## config.mk

```make
export PLATFORM = sky130hd
export DESIGN_NAME = chunk_size_line_parser
export DESIGN_NICKNAME = d
export VERILOG_FILES = /design/src/hw/rtl/csl_pkg.sv /design/src/hw/rtl/chunk_size_line_parser.sv /design/src/hw/rtl/csl_in_stage.sv /design/src/hw/rtl/csl_core.sv /design/src/hw/rtl/csl_out_stage.sv
export SDC_FILE = /design/constraint.sdc
export NUM_CORES = 1
export LEC_CHECK = 0
export BUFFER_PORTS_ARGS = -buffer_cell sky130_fd_sc_hd__buf_2
export CAP_MARGIN = 30
export CORE_MARGIN = 3
export CORE_UTILIZATION = 30
export CTS_CLUSTER_SIZE = 16
export DETAILED_ROUTE_END_ITERATION = 6
export PLACE_DENSITY_LB_ADDON = 0.2
export SLEW_MARGIN = 30
export SYNTH_ARGS = -nofsm -noshare
export SYNTH_HDL_FRONTEND = slang
export SYNTH_HIERARCHICAL = 1
export SYNTH_SLANG_ARGS = --single-unit
```

## constraint.sdc

```tcl
create_clock -name clk -period 8.9 [get_ports clk]
set_input_delay 0.445 -clock clk [delete_from_list [all_inputs] [get_ports clk]]
set_output_delay 0.445 -clock clk [all_outputs]
set_load 0.005 [all_outputs]
```

## src/hw/rtl/csl_pkg.sv

```systemverilog
package csl_pkg;

  localparam int unsigned MaxDigitsDefault = 16;
  localparam int unsigned ByteW = 8;
  localparam int unsigned SizeW = 64;
  localparam int unsigned CountW = 5;
  localparam int unsigned NibW = 4;

  localparam logic [ByteW-1:0] BYTE_CR = 8'h0D;
  localparam logic [ByteW-1:0] BYTE_LF = 8'h0A;
  localparam logic [ByteW-1:0] CHAR_0 = 8'h30;
  localparam logic [ByteW-1:0] CHAR_9 = 8'h39;
  localparam logic [ByteW-1:0] CHAR_UA = 8'h41;
  localparam logic [ByteW-1:0] CHAR_UF = 8'h46;
  localparam logic [ByteW-1:0] CHAR_LA = 8'h61;
  localparam logic [ByteW-1:0] CHAR_LF = 8'h66;
  localparam logic [ByteW-1:0] LETTER_BASE = 8'd10;

  typedef enum logic [1:0] {
    ST_MORE    = 2'd0,
    ST_DONE    = 2'd1,
    ST_INVALID = 2'd2,
    ST_TOO_BIG = 2'd3
  } line_status_t;

  typedef struct packed {
    line_status_t        status;
    logic [SizeW-1:0]    size;
    logic [CountW-1:0]   count;
  } csl_result_t;

  typedef struct packed {
    logic            valid;
    logic [NibW-1:0] nib;
  } hex_digit_t;

  function automatic hex_digit_t hex_decode(input logic [ByteW-1:0] b);
    hex_digit_t d;
    d.valid = 1'b1;
    d.nib = '0;
    priority if (b >= CHAR_0 && b <= CHAR_9) begin
      d.nib = NibW'(b - CHAR_0);
    end else if (b >= CHAR_UA && b <= CHAR_UF) begin
      d.nib = NibW'(b - CHAR_UA + LETTER_BASE);
    end else if (b >= CHAR_LA && b <= CHAR_LF) begin
      d.nib = NibW'(b - CHAR_LA + LETTER_BASE);
    end else begin
      d.valid = 1'b0;
    end
    return d;
  endfunction

endpackage

```

## src/hw/rtl/chunk_size_line_parser.sv

```systemverilog
// Chunk-size line parser for chunked transfer coding.
// Input channel: one raw byte of the chunk-size line per transfer (in_valid,
// in_ready, in_byte_value). Result channel: exactly one result per input byte
// (out_valid, out_ready, out_line_status, out_chunk_size, out_digit_count).
// Status 0 means more bytes are needed, 1 means the line ended with the size
// in out_chunk_size, 2 flags an invalid line and 3 a size with too many digits.
// Hex digits are shifted into a 64-bit accumulator, most significant first.
// A byte accepted into the input register has its result registered in the
// result register when that register has room for it.
// Throughput: one byte per cycle while the receiver takes every result, set by the
// single registered pass through the decode and accumulate logic between the input and result registers.
// When the receiver stalls, the result register holds its transfer; the input
// register takes one more byte only if it is empty, and then in_ready falls.
// Reset clears both stage valid flags and the line state (no digits, not
// waiting for LF, zero size); in_ready is high in the first cycle after reset.
module chunk_size_line_parser
  import csl_pkg::*;
#(
  parameter int unsigned MAX_DIGITS = MaxDigitsDefault
) (
  input  logic              clk,
  input  logic              rst_n,
  input  logic              in_valid,
  output logic              in_ready,
  input  logic [ByteW-1:0]  in_byte_value,
  output logic              out_valid,
  input  logic              out_ready,
  output logic [1:0]        out_line_status,
  output logic [SizeW-1:0]  out_chunk_size,
  output logic [CountW-1:0] out_digit_count
);

  logic             s1_valid;
  logic [ByteW-1:0] s1_byte;
  logic             take;
  csl_result_t      result;

  csl_in_stage u_in (
    .clk           (clk),
    .rst_n         (rst_n),
    .in_valid      (in_valid),
    .in_ready      (in_ready),
    .in_byte_value (in_byte_value),
    .take          (take),
    .s1_valid      (s1_valid),
    .s1_byte       (s1_byte)
  );

  csl_core #(
    .MAX_DIGITS (MAX_DIGITS)
  ) u_core (
    .clk        (clk),
    .rst_n      (rst_n),
    .fire       (take),
    .byte_value (s1_byte),
    .result     (result)
  );

  csl_out_stage u_out (
    .clk             (clk),
    .rst_n           (rst_n),
    .s1_valid        (s1_valid),
    .result          (result),
    .take            (take),
    .out_valid       (out_valid),
    .out_ready       (out_ready),
    .out_line_status (out_line_status),
    .out_chunk_size  (out_chunk_size),
    .out_digit_count (out_digit_count)
  );

endmodule

```

## src/hw/rtl/csl_in_stage.sv

```systemverilog
module csl_in_stage
  import csl_pkg::*;
(
  input  logic             clk,
  input  logic             rst_n,
  input  logic             in_valid,
  output logic             in_ready,
  input  logic [ByteW-1:0] in_byte_value,
  input  logic             take,
  output logic             s1_valid,
  output logic [ByteW-1:0] s1_byte
);

  logic             vld_r;
  logic             vld_nxt;
  logic [ByteW-1:0] byte_r;
  logic             load;

  assign in_ready = !vld_r || take;
  assign load     = in_valid && in_ready;

  always_comb begin
    vld_nxt = vld_r;
    priority if (load) begin
      vld_nxt = 1'b1;
    end else if (take) begin
      vld_nxt = 1'b0;
    end else begin
      vld_nxt = vld_r;
    end
  end

  always_ff @(posedge clk) begin
    if (!rst_n) begin
      vld_r <= 1'b0;
    end else begin
      vld_r <= vld_nxt;
    end
  end

  always_ff @(posedge clk) begin
    if (load) begin
      byte_r <= in_byte_value;
    end
  end

  assign s1_valid = vld_r;
  assign s1_byte  = byte_r;

endmodule

```

## src/hw/rtl/csl_core.sv

```systemverilog
module csl_core
  import csl_pkg::*;
#(
  parameter int unsigned MAX_DIGITS = MaxDigitsDefault
) (
  input  logic             clk,
  input  logic             rst_n,
  input  logic             fire,
  input  logic [ByteW-1:0] byte_value,
  output csl_result_t      result
);

  localparam logic [CountW-1:0] MaxCount = CountW'(MAX_DIGITS);

  logic              awaiting_lf_r;
  logic              awaiting_lf_nxt;
  logic [CountW-1:0] digits_r;
  logic [CountW-1:0] digits_nxt;
  logic [SizeW-1:0]  acc_r;
  logic [SizeW-1:0]  acc_nxt;
  hex_digit_t        hex;
  logic              is_cr;
  logic              is_lf;

  assign hex   = hex_decode(byte_value);
  assign is_cr = (byte_value == BYTE_CR);
  assign is_lf = (byte_value == BYTE_LF);

  // Every outcome except a CR after digits or an accepted digit clears the line state.
  always_comb begin
    awaiting_lf_nxt = 1'b0;
    digits_nxt      = '0;
    acc_nxt         = '0;
    result.status   = ST_INVALID;
    result.size     = '0;
    result.count    = digits_r;
    priority if (awaiting_lf_r) begin
      if (is_lf && digits_r != '0) begin
        result.status = ST_DONE;
        result.size   = acc_r;
      end
    end else if (is_cr || is_lf) begin
      if (digits_r != '0) begin
        if (is_cr) begin
          awaiting_lf_nxt = 1'b1;
          digits_nxt      = digits_r;
          acc_nxt         = acc_r;
          result.status   = ST_MORE;
        end else begin
          result.status   = ST_DONE;
        end
        result.size = acc_r;
      end
    end else if (!hex.valid) begin
      result.status = ST_INVALID;
    end else if (digits_r >= MaxCount) begin
      result.status = ST_TOO_BIG;
    end else begin
      acc_nxt       = {acc_r[SizeW-NibW-1:0], hex.nib};
      digits_nxt    = digits_r + CountW'(1);
      result.status = ST_MORE;
      result.size   = acc_nxt;
      result.count  = digits_nxt;
    end
  end

  always_ff @(posedge clk) begin
    if (!rst_n) begin
      awaiting_lf_r <= 1'b0;
      digits_r      <= '0;
      acc_r         <= '0;
    end else if (fire) begin
      awaiting_lf_r <= awaiting_lf_nxt;
      digits_r      <= digits_nxt;
      acc_r         <= acc_nxt;
    end
  end

endmodule

```

## src/hw/rtl/csl_out_stage.sv

```systemverilog
module csl_out_stage
  import csl_pkg::*;
(
  input  logic              clk,
  input  logic              rst_n,
  input  logic              s1_valid,
  input  csl_result_t       result,
  output logic              take,
  output logic              out_valid,
  input  logic              out_ready,
  output logic [1:0]        out_line_status,
  output logic [SizeW-1:0]  out_chunk_size,
  output logic [CountW-1:0] out_digit_count
);

  logic        vld_r;
  logic        vld_nxt;
  csl_result_t res_r;
  logic        room;

  assign room = !vld_r || out_ready;
  assign take = room && s1_valid;

  always_comb begin
    vld_nxt = vld_r;
    if (room) begin
      vld_nxt = s1_valid;
    end
  end

  always_ff @(posedge clk) begin
    if (!rst_n) begin
      vld_r <= 1'b0;
    end else begin
      vld_r <= vld_nxt;
    end
  end

  always_ff @(posedge clk) begin
    if (take) begin
      res_r <= result;
    end
  end

  assign out_valid       = vld_r;
  assign out_line_status = res_r.status;
  assign out_chunk_size  = res_r.size;
  assign out_digit_count = res_r.count;

endmodule

```

==> results.tsv <==
stage	metric	value	unit
global_routing	met3 usage	3.681	%
clock_tree	clock sinks	151	
job	Max-Cap Viols	0	
setup_path	Setup crit end kind	register	
setup_path	worst r2r path cells	8	
global_routing	met1 Usage GRT	17.82	%
power	worst vdd ir	0.0001349	V
sta	period utilization	35.17	%
routing	final WL	15.26	mm
clock_tree	H-tree depth	4	
sta	setup_tns	0	ps
setup_path	CP max FO	36	
floorplan	DIE AREA	0.02354	mm2
hold_path	hold_sp	in_byte_value[2]	
yosys	Async SR Flop Fraction	0	%
hold_path	HP Class	input port to register	
routing	1st-iter DRT viols	416	
yosys	mux contribution to synthesized area	0.4989	%
yosys	Mapped Nets	635	
clock_tree	total CTS buffers	17	
power	Leak	2.534	nW
finish	filler cell count	2125	
global_routing	first-pass GRT wire length	24.60	mm
sta	RSZ-0062 raised after global routing	no	
yosys	simple-gate portion of the synthesized area	11.84	%
global_routing	pin count of the biggest net entering global routing	76	
hold_path	hold depth	1	
finish	# nets final	689	
yosys	syn_area_per_cell	10.58	um2
clock_tree	CTS Root Buffer Type	clkbuf_16	
routing	DR pass1 iterations	5	
yosys	adder-cell share of the synthesized area	1.343	%
sta	Worst Clk Skew	12.49	ps
placement	RePlAce Congestion	0.7507	
sta	Slew HR	38.65	%
yosys	Compound-Gate Fraction of Synth Area	21.67	%
clock_tree	CTS Hold Buffers Added	0	
finish	Layout area overhead	17.42	%
sta	maximum clock rate	0.3195	GHz
yosys	Post-synth EDFFs	79	
outcome	outcome	finished clean	
floorplan	I/O pin count	85	
clock_tree	post_cts resized	0	
hold_path	Hold EP	u_in/s1_byte[2]	
setup_path	Worst Setup Start Kind	register	
yosys	xor/xnor share of the synthesized area	0.4030	%
routing	DRC viols	0	
yosys	post-synthesis sequential area ratio	58.49	%
clock_tree	post-CTS setup buffers	0	
routing	vias	4986	
setup_path	r2r startpoint	u_in/s1_byte[1]	
sta	Final Max Tran Viols	0	
yosys	synthesized area	0.006520	mm2
floorplan	Initial Utilization	30.73	%
yosys	FF+latch count, synth	151	
yosys	largest family of logic cells by synthesized area	compound AO/OA/AOI/OAI gates	
power	Pwr Density	206.0	mW/mm2
global_routing	grt ovf	0	
setup_path	terminus of the critical flop-to-flop path	u_out/out_chunk_size[39]	
yosys	Syn Inst Count	616	
yosys	Synth cell types	51	
setup_path	reg2reg setup slack	5770	ps
setup_path	kind of critical path	register to register	
placement	HPWL Detailed	9.498	mm
finish	Antenna diodes	0	
sta	Final Hold Fails	0	
routing	Routed Antenna Nets	0	
routing	WL/cell	15.93	um
global_routing	vias in the first global route	4573	
global_routing	gr busiest metal	met2	
sta	minimum clock period	3130	ps
clock_tree	worst-skew pair later-pin latency	430	ps
yosys	Yosys warnings	6	
setup_path	Critical Path AT	3360	ps
floorplan	core area	0.02122	mm2
sta	Final WS setup	5770	ps
placement	worst slack, placed	5745	ps
finish	share of post-route cells with drive strength above 1	21.23	%
floorplan	Die Wd	153.4	um
setup_path	critical path data required time	9130	ps
clock_tree	Longest Clk Path Bufs	2	
yosys	Main synth FF type	edfxtp_1	
setup_path	crit path from	u_in/s1_byte[1]	
global_routing	initial antenna violation count	0	
sta	final setup vio count	0	
floorplan	Cell Rows	53	
global_routing	GRT Util Overall	12.83	%
clock_tree	clock-pin slew on the worst setup and hold paths	60	ps
global_routing	met2 track demand over resource	19.37	%
sta	slew at the pin closest to its max-slew limit	918.2	ps
routing	drt via density	5.205	
floorplan	height of the die	153.4	um
placement	IO buf count	84	
clock_tree	CTS tree	done	
## flip-flops by register name (all words and copies together), names as in the netlist
| name | flops |
|---|---|
| u_in/s1_byte | 8 |
| u_out/out_chunk_size | 64 |
| u_out/out_valid | 1 |
| u_in/s1_valid | 1 |
| u_core/awaiting_lf_r | 1 |
| u_core/digits_r | 5 |
| u_out/out_digit_count | 5 |
| u_core/acc_r | 64 |
| u_out/out_line_status | 2 |
## per-stage QoR
stage | instance area, um2 | utilization, % | std cells | hold WS (ps) | power [mW]
2_1_floorplan | 6520 | - | 616 | 459.1 | 0.8398
3_3_place_gp | 7009 | 33.03 | 926 | 477.8 | 0.8651
3_5_place_dp | 7027 | 33.11 | 926 | 482.4 | 0.8690
4_1_cts | 7645 | 36.03 | 958 | 177.0 | 1.596
5_1_grt | 7656 | 36.08 | 958 | 174.2 | 1.638
6_report | 7656 | 36.08 | 958 | 190.0 | 1.577
## synthesized netlist by cell type (4+ instances only)
library cell,instances,area (um2)
o21ai_0,5,25.02
edfxtp_1,79,2372
buf_2,15,75.07
a22oi_1,60,450.4
a21oi_1,74,370.4
buf_4,14,105.1
inv_1,8,30.03
o22ai_1,65,406.6
ha_1,7,87.58
nor3_1,4,20.02
nand2_1,136,510.5
buf_6,9,101.4
clkbuf_1,17,63.81
dfxtp_1,72,1441
## cells in the final DEF (no fill, tap or decap), types with 4 or more instances in the layout
master and instances:
inv_1 8, clkinv_2 4, edfxtp_1 79, clkbuf_16 22
a22oi_1 60, ha_1 7, nand2_1 136, buf_4 5
dfxtp_1 71, a21oi_1 72, buf_2 84, o21ai_0 5
o22ai_1 65, nor3_1 4
## where the power goes
| part | leakage, nW | total (mW) | internal, mW | switching (mW) |
|---|---|---|---|---|
| Clock | 0.312 | 0.724 | 0.447 | 0.277 |
| Combinational | 0.895 | 0.0881 | 0.0273 | 0.0608 |
| Sequential | 1.33 | 0.765 | 0.755 | 0.0102 |
| Total | 2.53 | 1.58 | 1.23 | 0.348 |
## final cells by class
cell class | count | area, um2 | share of cell area [%]
clock inverter | 8 | 50.05 | 0.6537
tap | 275 | 344.1 | 4.494
clock buffer | 24 | 568.0 | 7.420
timing repair buffer | 90 | 469.2 | 6.128
inverter | 8 | 30.03 | 0.3922
sequential | 151 | 3815 | 49.83
multi-input combinational | 402 | 2380 | 31.08
## worst max-delay path by stage
stage                                          end  slack [ps]  cells after the start
final                     u_out/out_chunk_size[39]        5770                      8
after CTS                 u_out/out_chunk_size[39]        5720                      8
after global placement          u_core/digits_r[3]        5770                      8
after floorplan                 u_core/digits_r[3]        3610                      7
after detailed placement  u_out/out_chunk_size[39]        5750                      8
after global routing      u_out/out_chunk_size[39]        5560                      8
## logic make-up (layout without fill, tap and decap cells)
family / Yosys count / count (layout)
simple gates: 168 / 168
compound gates: 221 / 221
buf+inv: 63 / 130
fa+ha+maj: 7 / 7
flops: 151 / 151
xor+xnor: 3 / 3
mux: 3 / 3
## per-layer routing
layer	up-vias	routed length, um
li1	2419	-
met1	2419	7383
met2	133	6984
met3	15	714
met4	0	178
met5	-	0
## critical path, stage by stage (launching register included)
cell and delay (ps):
edfxtp_1 480, inv_1 120, ha_1 270, o21bai_1 90, a21o_1 310, a21oi_4 780, buf_4 450, a22oi_1 140
a21oi_1 270
No activity file was read; power rests on OpenSTA's default activity.
